`config.mk`:
```
export PLATFORM = sky130hd
export DESIGN_NAME = z80_alu_flags_unit
export DESIGN_NICKNAME = d
export VERILOG_FILES = /design/src/rtl/z80af_pkg.sv /design/src/rtl/z80af_flag_gen.sv /design/src/rtl/z80_alu_flags_unit.sv
export SDC_FILE = /design/constraint.sdc
export NUM_CORES = 1
export LEC_CHECK = 0
export BUFFER_PORTS_ARGS = -buffer_cell sky130_fd_sc_hd__buf_2
export CELL_PAD_IN_SITES_DETAIL_PLACEMENT = 2
export CELL_PAD_IN_SITES_GLOBAL_PLACEMENT = 2
export CORE_UTILIZATION = 45
export CTS_BUF_LIST = sky130_fd_sc_hd__clkbuf_2 sky130_fd_sc_hd__clkbuf_4 sky130_fd_sc_hd__clkbuf_8
export DETAILED_ROUTE_END_ITERATION = 10
export PLACE_DENSITY = 0.89
export SYNTH_ARGS = -nofsm -noshare
export SYNTH_HDL_FRONTEND = slang
export SYNTH_SLANG_ARGS = --single-unit
```
`constraint.sdc`:
```
create_clock -name clk_i -period 4.9 [get_ports clk_i]
set_input_delay 0.735 -clock clk_i [delete_from_list [all_inputs] [get_ports clk_i]]
set_output_delay 0.735 -clock clk_i [all_outputs]
set_load 0.1 [all_outputs]
```
`src/rtl/z80af_pkg.sv`:
```
// ----------------------------------------------------------------------------
// z80af_pkg
// types and codes shared by the z80 alu flags unit and its submodules
// ----------------------------------------------------------------------------
package z80af_pkg;

  // operation codes
  typedef enum logic [3:0] {
    CMD_ADD16 = 4'd0,
    CMD_ADC16 = 4'd1,
    CMD_SUB16 = 4'd2,
    CMD_SBC16 = 4'd3,
    CMD_ADD8  = 4'd4,
    CMD_ADC8  = 4'd5,
    CMD_SUB8  = 4'd6,
    CMD_SBC8  = 4'd7,
    CMD_AND   = 4'd8,
    CMD_OR    = 4'd9,
    CMD_XOR   = 4'd10,
    CMD_CP    = 4'd11,
    CMD_INC8  = 4'd12,
    CMD_DEC8  = 4'd13
  } z80af_cmd_e;

  // operation class after decode
  typedef enum logic [1:0] {
    KIND_ARITH16,
    KIND_ARITH8,
    KIND_LOGIC,
    KIND_PASS
  } z80af_kind_e;

  // logic operation select
  typedef enum logic [1:0] {
    LOP_AND,
    LOP_OR,
    LOP_XOR
  } z80af_lop_e;

  // flag byte bit positions
  localparam int unsigned FL_S_BIT  = 7;
  localparam int unsigned FL_Z_BIT  = 6;
  localparam int unsigned FL_Y_BIT  = 5;
  localparam int unsigned FL_H_BIT  = 4;
  localparam int unsigned FL_X_BIT  = 3;
  localparam int unsigned FL_PV_BIT = 2;
  localparam int unsigned FL_N_BIT  = 1;
  localparam int unsigned FL_C_BIT  = 0;

  // input transaction
  typedef struct packed {
    logic [3:0]  cmd;
    logic [15:0] operand_a;
    logic [15:0] operand_b;
    logic [7:0]  flags_in;
  } z80af_req_t;

  // result transaction
  typedef struct packed {
    logic [15:0] result;
    logic [7:0]  flags_out;
  } z80af_rsp_t;

  // decoded control that travels down the pipe
  typedef struct packed {
    z80af_kind_e kind;
    logic        sub;       // subtract: b inverted, carry flags inverted
    logic        keep_szv;  // 16-bit add keeps S, Z and P/V
    logic        keep_c;    // inc and dec keep C
    logic        set_h;     // and sets H
    logic        res_a;     // compare returns operand a
    z80af_lop_e  lop;
  } z80af_ctrl_t;

  // stage 1 contents: decoded operands
  typedef struct packed {
    z80af_ctrl_t ctrl;
    logic [15:0] a;
    logic [15:0] bx;
    logic        cx;
    logic [7:0]  fi;
  } z80af_s1_t;

  // stage 2 contents: adder and logic results
  typedef struct packed {
    z80af_ctrl_t ctrl;
    logic [15:0] a;
    logic [15:0] bx;
    logic [16:0] sum;
    logic [7:0]  lres;
    logic [7:0]  fi;
  } z80af_s2_t;

endpackage

```
`src/rtl/z80af_flag_gen.sv`:
```
// ----------------------------------------------------------------------------
// z80af_flag_gen
// forms the result value and the new flag byte from the adder and logic
// outputs of stage 2
// ----------------------------------------------------------------------------
module z80af_flag_gen (
  input  z80af_pkg::z80af_s2_t  stage_i,
  output z80af_pkg::z80af_rsp_t rsp_o
);
  import z80af_pkg::*;

  logic [7:0]  res8;
  logic [15:0] res16;
  logic        h8, h16;
  logic        v8, v16;
  logic        c8, c16;
  logic [7:0]  f;
  logic [15:0] res;

  // carries into the half and sign positions, recovered from the sum
  assign res8  = stage_i.sum[7:0];
  assign res16 = stage_i.sum[15:0];
  assign h8  = stage_i.sum[4] ^ stage_i.a[4] ^ stage_i.bx[4] ^ stage_i.ctrl.sub;
  assign h16 = stage_i.sum[12] ^ stage_i.a[12] ^ stage_i.bx[12] ^ stage_i.ctrl.sub;
  assign v8  = ~(stage_i.a[7] ^ stage_i.bx[7]) & (stage_i.a[7] ^ stage_i.sum[7]);
  assign v16 = ~(stage_i.a[15] ^ stage_i.bx[15]) & (stage_i.a[15] ^ stage_i.sum[15]);
  assign c8  = stage_i.sum[8] ^ stage_i.ctrl.sub;
  assign c16 = stage_i.sum[16] ^ stage_i.ctrl.sub;

  // per-class result and flags; undocumented bits always pass
  always_comb begin
    f   = stage_i.fi;
    res = stage_i.a;
    case (stage_i.ctrl.kind)
      KIND_ARITH16: begin
        res          = res16;
        f[FL_H_BIT]  = h16;
        f[FL_N_BIT]  = stage_i.ctrl.sub;
        f[FL_C_BIT]  = c16;
        if (!stage_i.ctrl.keep_szv) begin
          f[FL_S_BIT]  = res16[15];
          f[FL_Z_BIT]  = (res16 == 16'h0000);
          f[FL_PV_BIT] = v16;
        end
      end
      KIND_ARITH8: begin
        res          = stage_i.ctrl.res_a ? stage_i.a : {8'h00, res8};
        f[FL_S_BIT]  = res8[7];
        f[FL_Z_BIT]  = (res8 == 8'h00);
        f[FL_H_BIT]  = h8;
        f[FL_PV_BIT] = v8;
        f[FL_N_BIT]  = stage_i.ctrl.sub;
        f[FL_C_BIT]  = stage_i.ctrl.keep_c ? stage_i.fi[FL_C_BIT] : c8;
      end
      KIND_LOGIC: begin
        res          = {8'h00, stage_i.lres};
        f[FL_S_BIT]  = stage_i.lres[7];
        f[FL_Z_BIT]  = (stage_i.lres == 8'h00);
        f[FL_H_BIT]  = stage_i.ctrl.set_h;
        f[FL_PV_BIT] = ~^stage_i.lres;
        f[FL_N_BIT]  = 1'b0;
        f[FL_C_BIT]  = 1'b0;
      end
      default: begin
        res = stage_i.a;
        f   = stage_i.fi;
      end
    endcase
    f[FL_Y_BIT] = stage_i.fi[FL_Y_BIT];
    f[FL_X_BIT] = stage_i.fi[FL_X_BIT];
  end

  assign rsp_o.result    = res;
  assign rsp_o.flags_out = f;

endmodule

```
`src/rtl/z80_alu_flags_unit.sv`:
```
// ----------------------------------------------------------------------------
// z80_alu_flags_unit
// pipelined z80 alu: 8 and 16-bit add, subtract, logic, compare, inc and dec
// with the full z80 flag byte
// ----------------------------------------------------------------------------
// usage
//   a transaction is accepted on a rising edge with start_i high and busy_o
//   low; req_i carries cmd, operand_a, operand_b and flags_in.
//   the result appears on rsp_o for exactly one cycle with done_o high,
//   after passing the s1, s2 and out registers.
//   throughput is one transaction per cycle: decode, the 17-bit adder and
//   the flag/result select each own one register stage.
//   results come out in the order their transactions went in.
//   the receiver cannot stall; every result is taken on the edge that ends
//   its strobe cycle.
//   reset clears all valid bits, so nothing is in flight afterwards; busy_o
//   is high during reset and until the ready flag rdy_q is set, then stays low.
// ----------------------------------------------------------------------------
module z80_alu_flags_unit (
  input  logic                  clk_i,
  input  logic                  rst_ni,
  input  logic                  start_i,
  output logic                  busy_o,
  input  z80af_pkg::z80af_req_t req_i,
  output logic                  done_o,
  output z80af_pkg::z80af_rsp_t rsp_o
);
  import z80af_pkg::*;

  logic        rdy_q;
  logic        accept;
  z80af_s1_t   s1_d, s1_q;
  logic        s1_vld_q;
  z80af_s2_t   s2_d, s2_q;
  logic        s2_vld_q;
  z80af_rsp_t  out_d, out_q;
  logic        out_vld_q;
  z80af_ctrl_t ctrl;
  logic [15:0] b_sel;
  logic        cx;
  logic        cin;
  logic [15:0] a_op;

  // ready flag is cleared by reset and set on the next clock edge after it
  always_ff @(posedge clk_i or negedge rst_ni) begin
    if (!rst_ni) begin
      rdy_q <= 1'b0;
    end else begin
      rdy_q <= 1'b1;
    end
  end

  assign busy_o = ~rdy_q;
  assign accept = start_i & rdy_q;
  assign cin    = req_i.flags_in[FL_C_BIT];

  // stage 1 decode: pick operand b, its inversion and the carry in
  always_comb begin
    ctrl  = '{kind: KIND_PASS, sub: 1'b0, keep_szv: 1'b0, keep_c: 1'b0,
              set_h: 1'b0, res_a: 1'b0, lop: LOP_AND};
    b_sel = req_i.operand_b;
    cx    = 1'b0;
    unique case (req_i.cmd)
      CMD_ADD16: begin
        ctrl.kind     = KIND_ARITH16;
        ctrl.keep_szv = 1'b1;
      end
      CMD_ADC16: begin
        ctrl.kind = KIND_ARITH16;
        cx        = cin;
      end
      CMD_SUB16: begin
        ctrl.kind = KIND_ARITH16;
        ctrl.sub  = 1'b1;
        cx        = 1'b1;
      end
      CMD_SBC16: begin
        ctrl.kind = KIND_ARITH16;
        ctrl.sub  = 1'b1;
        cx        = ~cin;
      end
      CMD_ADD8: begin
        ctrl.kind = KIND_ARITH8;
      end
      CMD_ADC8: begin
        ctrl.kind = KIND_ARITH8;
        cx        = cin;
      end
      CMD_SUB8: begin
        ctrl.kind = KIND_ARITH8;
        ctrl.sub  = 1'b1;
        cx        = 1'b1;
      end
      CMD_SBC8: begin
        ctrl.kind = KIND_ARITH8;
        ctrl.sub  = 1'b1;
        cx        = ~cin;
      end
      CMD_AND: begin
        ctrl.kind  = KIND_LOGIC;
        ctrl.lop   = LOP_AND;
        ctrl.set_h = 1'b1;
      end
      CMD_OR: begin
        ctrl.kind = KIND_LOGIC;
        ctrl.lop  = LOP_OR;
      end
      CMD_XOR: begin
        ctrl.kind = KIND_LOGIC;
        ctrl.lop  = LOP_XOR;
      end
      CMD_CP: begin
        ctrl.kind  = KIND_ARITH8;
        ctrl.sub   = 1'b1;
        ctrl.res_a = 1'b1;
        cx         = 1'b1;
      end
      CMD_INC8: begin
        // a + 0 + 1
        ctrl.kind   = KIND_ARITH8;
        ctrl.keep_c = 1'b1;
        b_sel       = 16'h0000;
        cx          = 1'b1;
      end
      CMD_DEC8: begin
        // a + ~1 + 1
        ctrl.kind   = KIND_ARITH8;
        ctrl.sub    = 1'b1;
        ctrl.keep_c = 1'b1;
        b_sel       = 16'h0001;
        cx          = 1'b1;
      end
      default: begin
        ctrl.kind = KIND_PASS;
      end
    endcase

    s1_d.ctrl = ctrl;
    s1_d.a    = req_i.operand_a;
    s1_d.cx   = cx;
    s1_d.fi   = req_i.flags_in;
    if (ctrl.kind == KIND_ARITH16) begin
      s1_d.bx = ctrl.sub ? ~b_sel : b_sel;
    end else begin
      s1_d.bx = {8'h00, (ctrl.sub ? ~b_sel[7:0] : b_sel[7:0])};
    end
  end

  // stage 2: one 17-bit add and the byte logic ops
  always_comb begin
    a_op = (s1_q.ctrl.kind == KIND_ARITH16) ? s1_q.a : {8'h00, s1_q.a[7:0]};
    s2_d.ctrl = s1_q.ctrl;
    s2_d.a    = s1_q.a;
    s2_d.bx   = s1_q.bx;
    s2_d.fi   = s1_q.fi;
    s2_d.sum  = {1'b0, a_op} + {1'b0, s1_q.bx} + {16'h0000, s1_q.cx};
    case (s1_q.ctrl.lop)
      LOP_AND: s2_d.lres = s1_q.a[7:0] & s1_q.bx[7:0];
      LOP_OR:  s2_d.lres = s1_q.a[7:0] | s1_q.bx[7:0];
      LOP_XOR: s2_d.lres = s1_q.a[7:0] ^ s1_q.bx[7:0];
      default: s2_d.lres = 8'h00;
    endcase
  end

  // stage 3: flags and result select
  z80af_flag_gen u_flag_gen (
    .stage_i (s2_q),
    .rsp_o   (out_d)
  );

  // valid bits
  always_ff @(posedge clk_i or negedge rst_ni) begin
    if (!rst_ni) begin
      s1_vld_q  <= 1'b0;
      s2_vld_q  <= 1'b0;
      out_vld_q <= 1'b0;
    end else begin
      s1_vld_q  <= accept;
      s2_vld_q  <= s1_vld_q;
      out_vld_q <= s2_vld_q;
    end
  end

  // payload registers, loaded with their valid bits
  always_ff @(posedge clk_i) begin
    if (accept) begin
      s1_q <= s1_d;
    end
    if (s1_vld_q) begin
      s2_q <= s2_d;
    end
    if (s2_vld_q) begin
      out_q <= out_d;
    end
  end

  assign done_o = out_vld_q;
  assign rsp_o  = out_q;

endmodule

```
==> out/metrics.csv, run 1 <==
metric;value;unit
arrival;2.93;ns
antenna_found_initial;0;
core_area;0.01399;sq mm
yosysUniqueCellTypes;51;
routabilityCongestion;0.8372;
syn_nets;568;
swShare;25.86;%
rr_startpoint;s1_q[48];
fmax;368.4;MHz
wl;18.52;mm
slew_viol_final;0;
synthCells;491;
postPlaceCellArea;0.007018;sq mm
root_buffer;clkbuf_8;
final_common_cell;edfxtp_1;
slew_headroom;19.00;%
cts_hold_repair.buffers;0;
clk-insertion-delay-late;0.46;ns
p_switching;0.7080;mW
p_int;2.030;mW
reg2reg_depth;8;
post_cts_resize_count;0;
critPathLaunch;s1_q[48];
post_cts_buffers;0;
firstDrtPassIters;5;
stdcell_count;758;
row_count;43;
fin_area;0.007446;sq mm
crit_required;5.11;ns
numClockSinks;138;
clkPwrFrac;36.8;%
ir_drop;196.6;uV
start_kind;flop;
die_area;0.01493;sq mm
ys_ff_latch;138;
status;complete, no violations;
grt_max_degree;56;
finalSetupTns;0;ns
synth-async-reset-ratio;2.899;%
hold_viol_final;0;
skew;0.01472;ns
ios;73;
ys.flop_type;edfxtp_1;
antenna_cells;0;
die_w;122.2;microns
vias;4383;
power_density;367.7;mW/mm^2
wl_per_cell;24.44;microns
grt_setup_unrepaired;false;
synth_edf_count;134;
layout_min_cycle_time;2.715;ns
port_buffers;72;
viasPerCell;5.782;
htree_num_levels;4;
post-place-cells;726;
avgSynthCellArea;13.24;sq um
clk_pin_slew;0.08;ns
end_kind;flop;
fin_crit_sh;55.40;%
initial_core_util;46.48;%
grt_pass1_vias;4801;
setup-violations-final;0;
num-fill-cells;1334;
die-height;122.2;microns
hold_path_class;in -> async;
syn2layout_area_growth;14.53;%
cts_tree;yes;
critPathKind;reg -> reg;
grt_overflow_total;0;
drtAntennaViolNets;0;
grt.total_usage;26.90;%
final_cell_mix;edfxtp_1, buf_2, inv_1, a21oi_1, ha_1;
drc_errors;0;
drt_iter0_drc;301;
ctsLongestPathBuffers;2;
grt_pass1_wl;28.53;mm
cts_buffers;17;
worstPathMaxFanout;8;
syn-cell-area;0.006501;sq mm
power.leakage;2.886;nW
seqPwrFrac;51.4;%
hpwl;13.61;mm
power_frac_comb;11.8;%
nets;642;
drv_cap;0;
drive_above_1_share;21.28;%
yosysSeqAreaShare;63.43;%
worstMarginPinSlew;1.215;ns
yosys_warnings;0;
==> registers in the layout, summed over array words and instances, names as in the netlist <==
register,flops
done_o,1
rdy_q,1
rsp_o,24
s1_q,50
s1_vld_q,1
s2_q,60
s2_vld_q,1
==> synth_stat cells, types with 2 or more instances <==
library cell | n | area (sq um)
a21oi_1 | 33 | 165.2
o21a_1 | 2 | 15.01
o21ai_0 | 23 | 115.1
nand4_1 | 4 | 25.02
o311a_1 | 7 | 70.07
xor2_1 | 7 | 61.31
o211ai_1 | 3 | 22.52
nor2_1 | 27 | 101.4
edfxtp_1 | 134 | 4024
a31oi_1 | 5 | 31.28
a21o_2 | 2 | 17.52
clkbuf_1 | 8 | 30.03
nand3_1 | 10 | 50.05
xnor2_1 | 25 | 219.0
mux4_2 | 2 | 45.04
dfrtp_1 | 4 | 100.1
and2_1 | 10 | 62.56
nand2b_1 | 4 | 25.02
fa_1 | 2 | 40.04
o211ai_2 | 2 | 25.02
nor4_1 | 4 | 25.02
a22o_1 | 8 | 70.07
o31ai_1 | 2 | 15.01
nor3_1 | 2 | 10.01
a21o_1 | 2 | 15.01
nor3b_1 | 2 | 15.01
mux2i_1 | 18 | 180.2
ha_1 | 28 | 350.3
o21ai_1 | 2 | 10.01
buf_4 | 2 | 15.01
inv_1 | 33 | 123.9
buf_2 | 9 | 45.04
and3_1 | 4 | 25.02
o22ai_1 | 16 | 100.1
o21bai_1 | 2 | 15.01
o21ai_2 | 3 | 26.28
nand2_1 | 26 | 97.59
==> layer usage <==
layer	track usage (%)	vias to the layer above	routed length [microns]
met5	0	-	0
met4	10.06	0	439
met3	5.852	34	832
met2	47.46	151	9672
met1	32.03	2224	7577
li1	-	1974	-
==> final timing paths <==
path	slack [ns]	endpoint
worst max-delay path	2.19	s2_q[28]
worst min-delay path	0.06	rdy_q
worst max register to register	2.19	s2_q[28]
worst min register to register	0.43	s2_q[4]
max in group asynchronous	4.70	s1_vld_q
min in group clk_i	0.43	s2_q[4]
==> stage by stage <==
step / hold WS (ns) / utilization (%) / setup slack [ns] / power, mW
2_1_floorplan: 0.4003 / - / 2.542 / 1.641
3_3_place_gp: 0.4032 / 50.17 / 2.435 / 1.717
3_5_place_dp: 0.4121 / 50.17 / 2.228 / 1.753
4_1_cts: 0.03193 / 53.23 / 2.195 / 2.751
5_1_grt: 0.03735 / 53.23 / 2.026 / 2.820
6_report: 0.06197 / 53.23 / 2.185 / 2.738
==> cell type report <==
class | instances | area, sq um | share of cell area [%]
multi-input combinational | 300 | 2161 | 29.02
inverter | 33 | 123.9 | 1.664
sequential | 138 | 4125 | 55.40
tap | 180 | 225.2 | 3.025
clock buffer | 24 | 311.5 | 4.184
clock inverter | 8 | 116.4 | 1.563
timing repair buffer | 75 | 382.9 | 5.142
==> critical path, stage by stage, from the launching register on <==
cell	delay, ns
edfxtp_1	0.40
nor2_1	0.41
and2_1	0.21
ha_1	0.33
a21oi_1	0.36
o21bai_1	0.10
a21oi_1	0.29
o21ai_0	0.18
xor2_1	0.18
==> kinds of logic (layout without fill, tap and decap cells) <==
| logic type | after synthesis | in the layout | synth area share [%] |
|---|---|---|---|
| flops | 138 | 138 | 63.43 |
| compound gates | 119 | 119 | 12.11 |
| simple gates | 97 | 97 | 7.102 |
| buf+inv | 53 | 140 | 3.349 |
| xor+xnor | 32 | 32 | 4.311 |
| fa+ha+maj | 30 | 30 | 6.005 |
| mux | 21 | 21 | 3.637 |
| other cells | 1 | 1 | 0.05768 |
==> power groups by stage <==
stage / Combinational (mW) / Sequential [mW] / Clock [mW]
floorplan: 0.148 / 1.49 / 0
global placement: 0.294 / 1.42 / 0
detailed placement: 0.321 / 1.43 / 0
CTS: 0.325 / 1.41 / 1.02
global route: 0.346 / 1.41 / 1.06
finish: 0.323 / 1.41 / 1.01
(Power assumes the default switching activity.)
==> run 2: changes to the inputs <==
--- a/config.mk
+++ b/config.mk
@@ -8,10 +8,10 @@
 export BUFFER_PORTS_ARGS = -buffer_cell sky130_fd_sc_hd__buf_2
 export CELL_PAD_IN_SITES_DETAIL_PLACEMENT = 2
 export CELL_PAD_IN_SITES_GLOBAL_PLACEMENT = 2
-export CORE_UTILIZATION = 45
+export CORE_UTILIZATION = 42
 export CTS_BUF_LIST = sky130_fd_sc_hd__clkbuf_2 sky130_fd_sc_hd__clkbuf_4 sky130_fd_sc_hd__clkbuf_8
 export DETAILED_ROUTE_END_ITERATION = 10
-export PLACE_DENSITY = 0.89
+export PLACE_DENSITY = 0.84
 export SYNTH_ARGS = -nofsm -noshare
 export SYNTH_HDL_FRONTEND = slang
 export SYNTH_SLANG_ARGS = --single-unit
==> constraint.sdc (replaced) <==
create_clock -name clk_i -period 2.84 [get_ports clk_i]
set_input_delay 0.426 -clock clk_i [delete_from_list [all_inputs] [get_ports clk_i]]
set_output_delay 0.426 -clock clk_i [all_outputs]
set_load 0.1 [all_outputs]
==> out/metrics.csv, run 2 (synthesis gave the netlist of run 1 again) <==
metric;value;unit
drv_cap;0;
end_kind;flop;
dp_slack;0.2210;ns
largest_register;s2_q;
grt_overflow_total;0;
port_buffers;72;
slew_viol_final;0;
worstPathMaxFanout;4;
syn2layout_area_growth;13.20;%
root_buffer;clkbuf_8;
drive_above_1_share;20.80;%
post-place-cells;734;
r2r_setup_slack;0.19;ns
layout_min_cycle_time;2.646;ns
final_cell_mix;edfxtp_1, buf_2, inv_1, a21oi_1, ha_1;
crit_required;3.03;ns
skew;0.01182;ns
fmax;377.9;MHz
power.leakage;2.829;nW
ir_drop;288.3;uV
finalSetupTns;0;ns
finalWorstSetupSlack;0.1940;ns
num-fill-cells;1475;
worstMarginPinSlew;1.026;ns
grt_use_met2;40.10;%
use_met3;4.555;%
grtUsageMet1;28.11;%
hpwl;12.29;mm
hold_ws;0.1423;ns
wl_per_cell;22.35;microns
p_switching;1.228;mW
ios;73;
stdcell_count;765;
power_frac_comb;12.6;%
grt_pass1_vias;4762;
core_area;0.01515;sq mm
arrival;2.84;ns
slew_headroom;31.58;%
antenna_found_initial;0;
hold_path_class;in -> reg;
die-height;126.4;microns
ctsLongestPathBuffers;2;
swShare;28.30;%
initial_core_util;42.92;%
multi_input_area;0.002161;sq mm
antenna_cells;0;
die_w;126.4;microns
finalPower;4.341;mW
wl;17.10;mm
final_common_cell;edfxtp_1;
row_count;45;
status;complete, no violations;
largest_register_ffs;60;
grt_pass1_wl;27.14;mm
grt_max_degree;62;
final_util;48.59;%
fin_area;0.007360;sq mm
cts_buffers;17;
post_cts_buffers;0;
grt-busiest-layer;met2;
fin_crit_sh;93.17;%
cts_tree;yes;
hold_viol_final;0;
die_area;0.01598;sq mm
drt_iter0_drc;282;
grt_setup_unrepaired;false;
vias;4345;
viasPerCell;5.680;
critPathKind;reg -> reg;
numClockSinks;138;
drtAntennaViolNets;0;
setup-violations-final;0;
p_int;3.112;mW
drc_errors;0;
postPlaceCellArea;0.007028;sq mm
nets;643;
clk_pin_slew;0.08;ns
clk-insertion-delay-late;0.45;ns
htree_num_levels;4;
regArea;0.004125;sq mm
grt.total_usage;22.83;%
clkPwrFrac;31.6;%
routabilityCongestion;0.8547;
power_density;589.8;mW/mm^2
firstDrtPassIters;4;
seqPwrFrac;55.8;%
start_kind;flop;
==> run 2: path summary, 6_finish.rpt <==
path	cells after the start	from	end
setup / recovery	7	s1_q[9]	s2_q[26]
max in group asynchronous	2	rst_ni	s1_vld_q
min in group asynchronous	2	rst_ni	s1_vld_q
hold / removal	1	req_i[37]	s1_q[38]
hold reg to reg	0	s1_q[4]	s2_q[4]
setup reg to reg	7	s1_q[9]	s2_q[26]
==> run 2: worst max-delay path: stages, from the launching register on <==
cell	delay [ns]
edfxtp_1	0.44
fa_1	0.48
fa_1	0.45
a211oi_2	0.27
o21ai_2	0.12
a21boi_2	0.26
o21ai_0	0.17
xnor2_1	0.18
==> run 2: metal layers <==
layer  wire length [microns]  vias up
li1                        -     1978
met1                    7497     2232
met2                    8704      112
met3                     607       23
met4                     289        0
met5                       0        -
==> run 2: final cells by class <==
cell class / instances / area share, %
timing repair buffer: 76 / 5.338
clock buffer: 18 / 3.281
sequential: 138 / 56.05
tap: 188 / 3.196
inverter: 33 / 1.683
clock inverter: 12 / 1.088
multi-input combinational: 300 / 29.36
==> run 2: power groups by stage <==
stage	combinational [mW]	sequential (mW)	clock [mW]
detailed placement	0.546	2.46	0
global placement	0.508	2.45	0
global route	0.589	2.43	1.48
CTS	0.553	2.42	1.40
finish	0.547	2.42	1.37
floorplan	0.255	2.58	0
==> run 2: what timing repair did <==
action	4_1_cts	5_1_grt
setup endpoints to repair	0	0
hold buffers	1	0
gates resized for setup	0	0
hold endpoints to repair	4	0
==> run 3: changes to the inputs <==
--- a/config.mk
+++ b/config.mk
@@ -8,10 +8,10 @@
 export BUFFER_PORTS_ARGS = -buffer_cell sky130_fd_sc_hd__buf_2
 export CELL_PAD_IN_SITES_DETAIL_PLACEMENT = 2
 export CELL_PAD_IN_SITES_GLOBAL_PLACEMENT = 2
-export CORE_UTILIZATION = 42
-export CTS_BUF_LIST = sky130_fd_sc_hd__clkbuf_2 sky130_fd_sc_hd__clkbuf_4 sky130_fd_sc_hd__clkbuf_8
+export CORE_ASPECT_RATIO = 1.75
+export CORE_UTILIZATION = 41
 export DETAILED_ROUTE_END_ITERATION = 10
-export PLACE_DENSITY = 0.84
+export PLACE_DENSITY = 0.82
 export SYNTH_ARGS = -nofsm -noshare
 export SYNTH_HDL_FRONTEND = slang
 export SYNTH_SLANG_ARGS = --single-unit
==> out/metrics.csv, run 3 (synthesis gave the netlist of run 1 again) <==
metric;value;unit
finalPower;5.395;mW
skew;0.01047;ns
wl_per_cell;24.52;microns
crit_required;3.00;ns
nets;646;
post_cts_buffers;0;
power_density;700.3;mW/mm^2
cts_tree;yes;
firstDrtPassIters;6;
grt_pass1_vias;4993;
end_kind;flop;
finalSetupTns;0;ns
grt_max_degree;52;
vias;4353;
post-place-cells;735;
antenna_cells;0;
drc_errors;0;
core_area;0.01546;sq mm
worstMarginPinSlew;1.130;ns
clk-insertion-delay-late;0.43;ns
ios;73;
status;complete, no violations;
fmax;367.2;MHz
ir_drop;373.6;uV
drv_cap;0;
crit_slowest_cell;fa_1;
slew_viol_final;0;
arrival;2.88;ns
slew_headroom;24.68;%
hpwl;12.97;mm
clk_pin_slew;0.06;ns
num-fill-cells;1520;
htree_num_levels;4;
worstPathCellList;fa_1, fa_1, a211oi_2, o21ai_2, a21boi_2, o21ai_0, xor2_1;
critPathBufInv;0;
worstPathMaxFanout;4;
antenna_found_initial;0;
power.leakage;2.998;nW
root_buffer;clkbuf_16;
cp_top_family;adder cells;
numClockSinks;138;
final_cell_mix;edfxtp_1, buf_2, inv_1, a21oi_1, ha_1;
routabilityCongestion;0.8513;
critPathKind;reg -> reg;
grt_pass1_wl;29.47;mm
crit_top_cell;fa_1;
finalWorstSetupSlack;0.1165;ns
row_count;60;
grt.total_usage;24.33;%
stdcell_count;768;
setup-violations-final;0;
ctsLongestPathBuffers;2;
layout_min_cycle_time;2.724;ns
port_buffers;72;
viasPerCell;5.668;
fin_crit_sh;95.90;%
drt_iter0_drc;162;
hold_path_class;in -> reg;
largest_register;s2_q;
final_common_cell;edfxtp_1;
syn2layout_area_growth;18.50;%
die-height;168.6;microns
grt_overflow_total;0;
drive_above_1_share;21.99;%
dp_slack;0.1236;ns
hold_viol_final;0;
die_w;97.19;microns
cts_buffers;17;
wl;18.84;mm
die_area;0.01638;sq mm
cpPeakStageDelay;0.50;ns
initial_core_util;42.04;%
start_kind;flop;
drtAntennaViolNets;0;
largest_register_ffs;60;
-- run 3: cell type report --
| cell class | instances | area, sq um | area share (%) |
|---|---|---|---|
| multi-input combinational | 300 | 2163 | 28.08 |
| sequential | 138 | 4125 | 53.55 |
| timing repair buffer | 79 | 415.4 | 5.392 |
| clock buffer | 19 | 452.9 | 5.879 |
| tap | 186 | 232.7 | 3.021 |
| inverter | 33 | 123.9 | 1.608 |
| clock inverter | 13 | 190.2 | 2.469 |
-- run 3: worst paths after layout --
check	endpoint	slack, ns	from	cells after the start
hold / removal	s1_q[37]	0.17	req_i[36]	1
hold reg to reg	s2_q[71]	0.44	s1_q[47]	0
max in group asynchronous	s1_vld_q	2.36	rst_ni	2
setup reg to reg	s2_q[28]	0.12	s1_q[25]	7
min in group asynchronous	s2_vld_q	0.35	rst_ni	2
setup / recovery	s2_q[28]	0.12	s1_q[25]	7
-- run 3: repair_timing --
action	CTS	global route
hold endpoints to repair	4	0
gates resized for setup	0	1
hold buffers	1	0
endpoints found under the setup margin	0	1
-- run 3: metrics by stage --
step	hold slack [ns]	cell area, sq um	utilization, %
finish	0.1727	7704	49.81
global route	0.1659	7704	49.81
CTS	0.1574	7701	49.80
detailed placement	0.2390	7048	45.57
global placement	0.2344	7048	45.57
floorplan	0.1304	6501	-
-- run 3: per-layer routing --
| metal | wire (microns) | global-route usage, % | vias to the layer above |
|---|---|---|---|
| met2 | 10890 | 47.27 | 121 |
| met1 | 6687 | 24.66 | 2208 |
| met5 | 0 | 0 | - |
| met3 | 599 | 4.253 | 37 |
| li1 | - | - | 1987 |
| met4 | 657 | 11.62 | 0 |
-- run 3: report_power, final --
part	internal [mW]	leakage, nW	switching, mW	total (mW)
registers	2.35	1.33	0.0748	2.43
clock network	1.52	0.314	0.882	2.41
logic	0.171	1.35	0.391	0.562
total	4.05	3.00	1.35	5.39
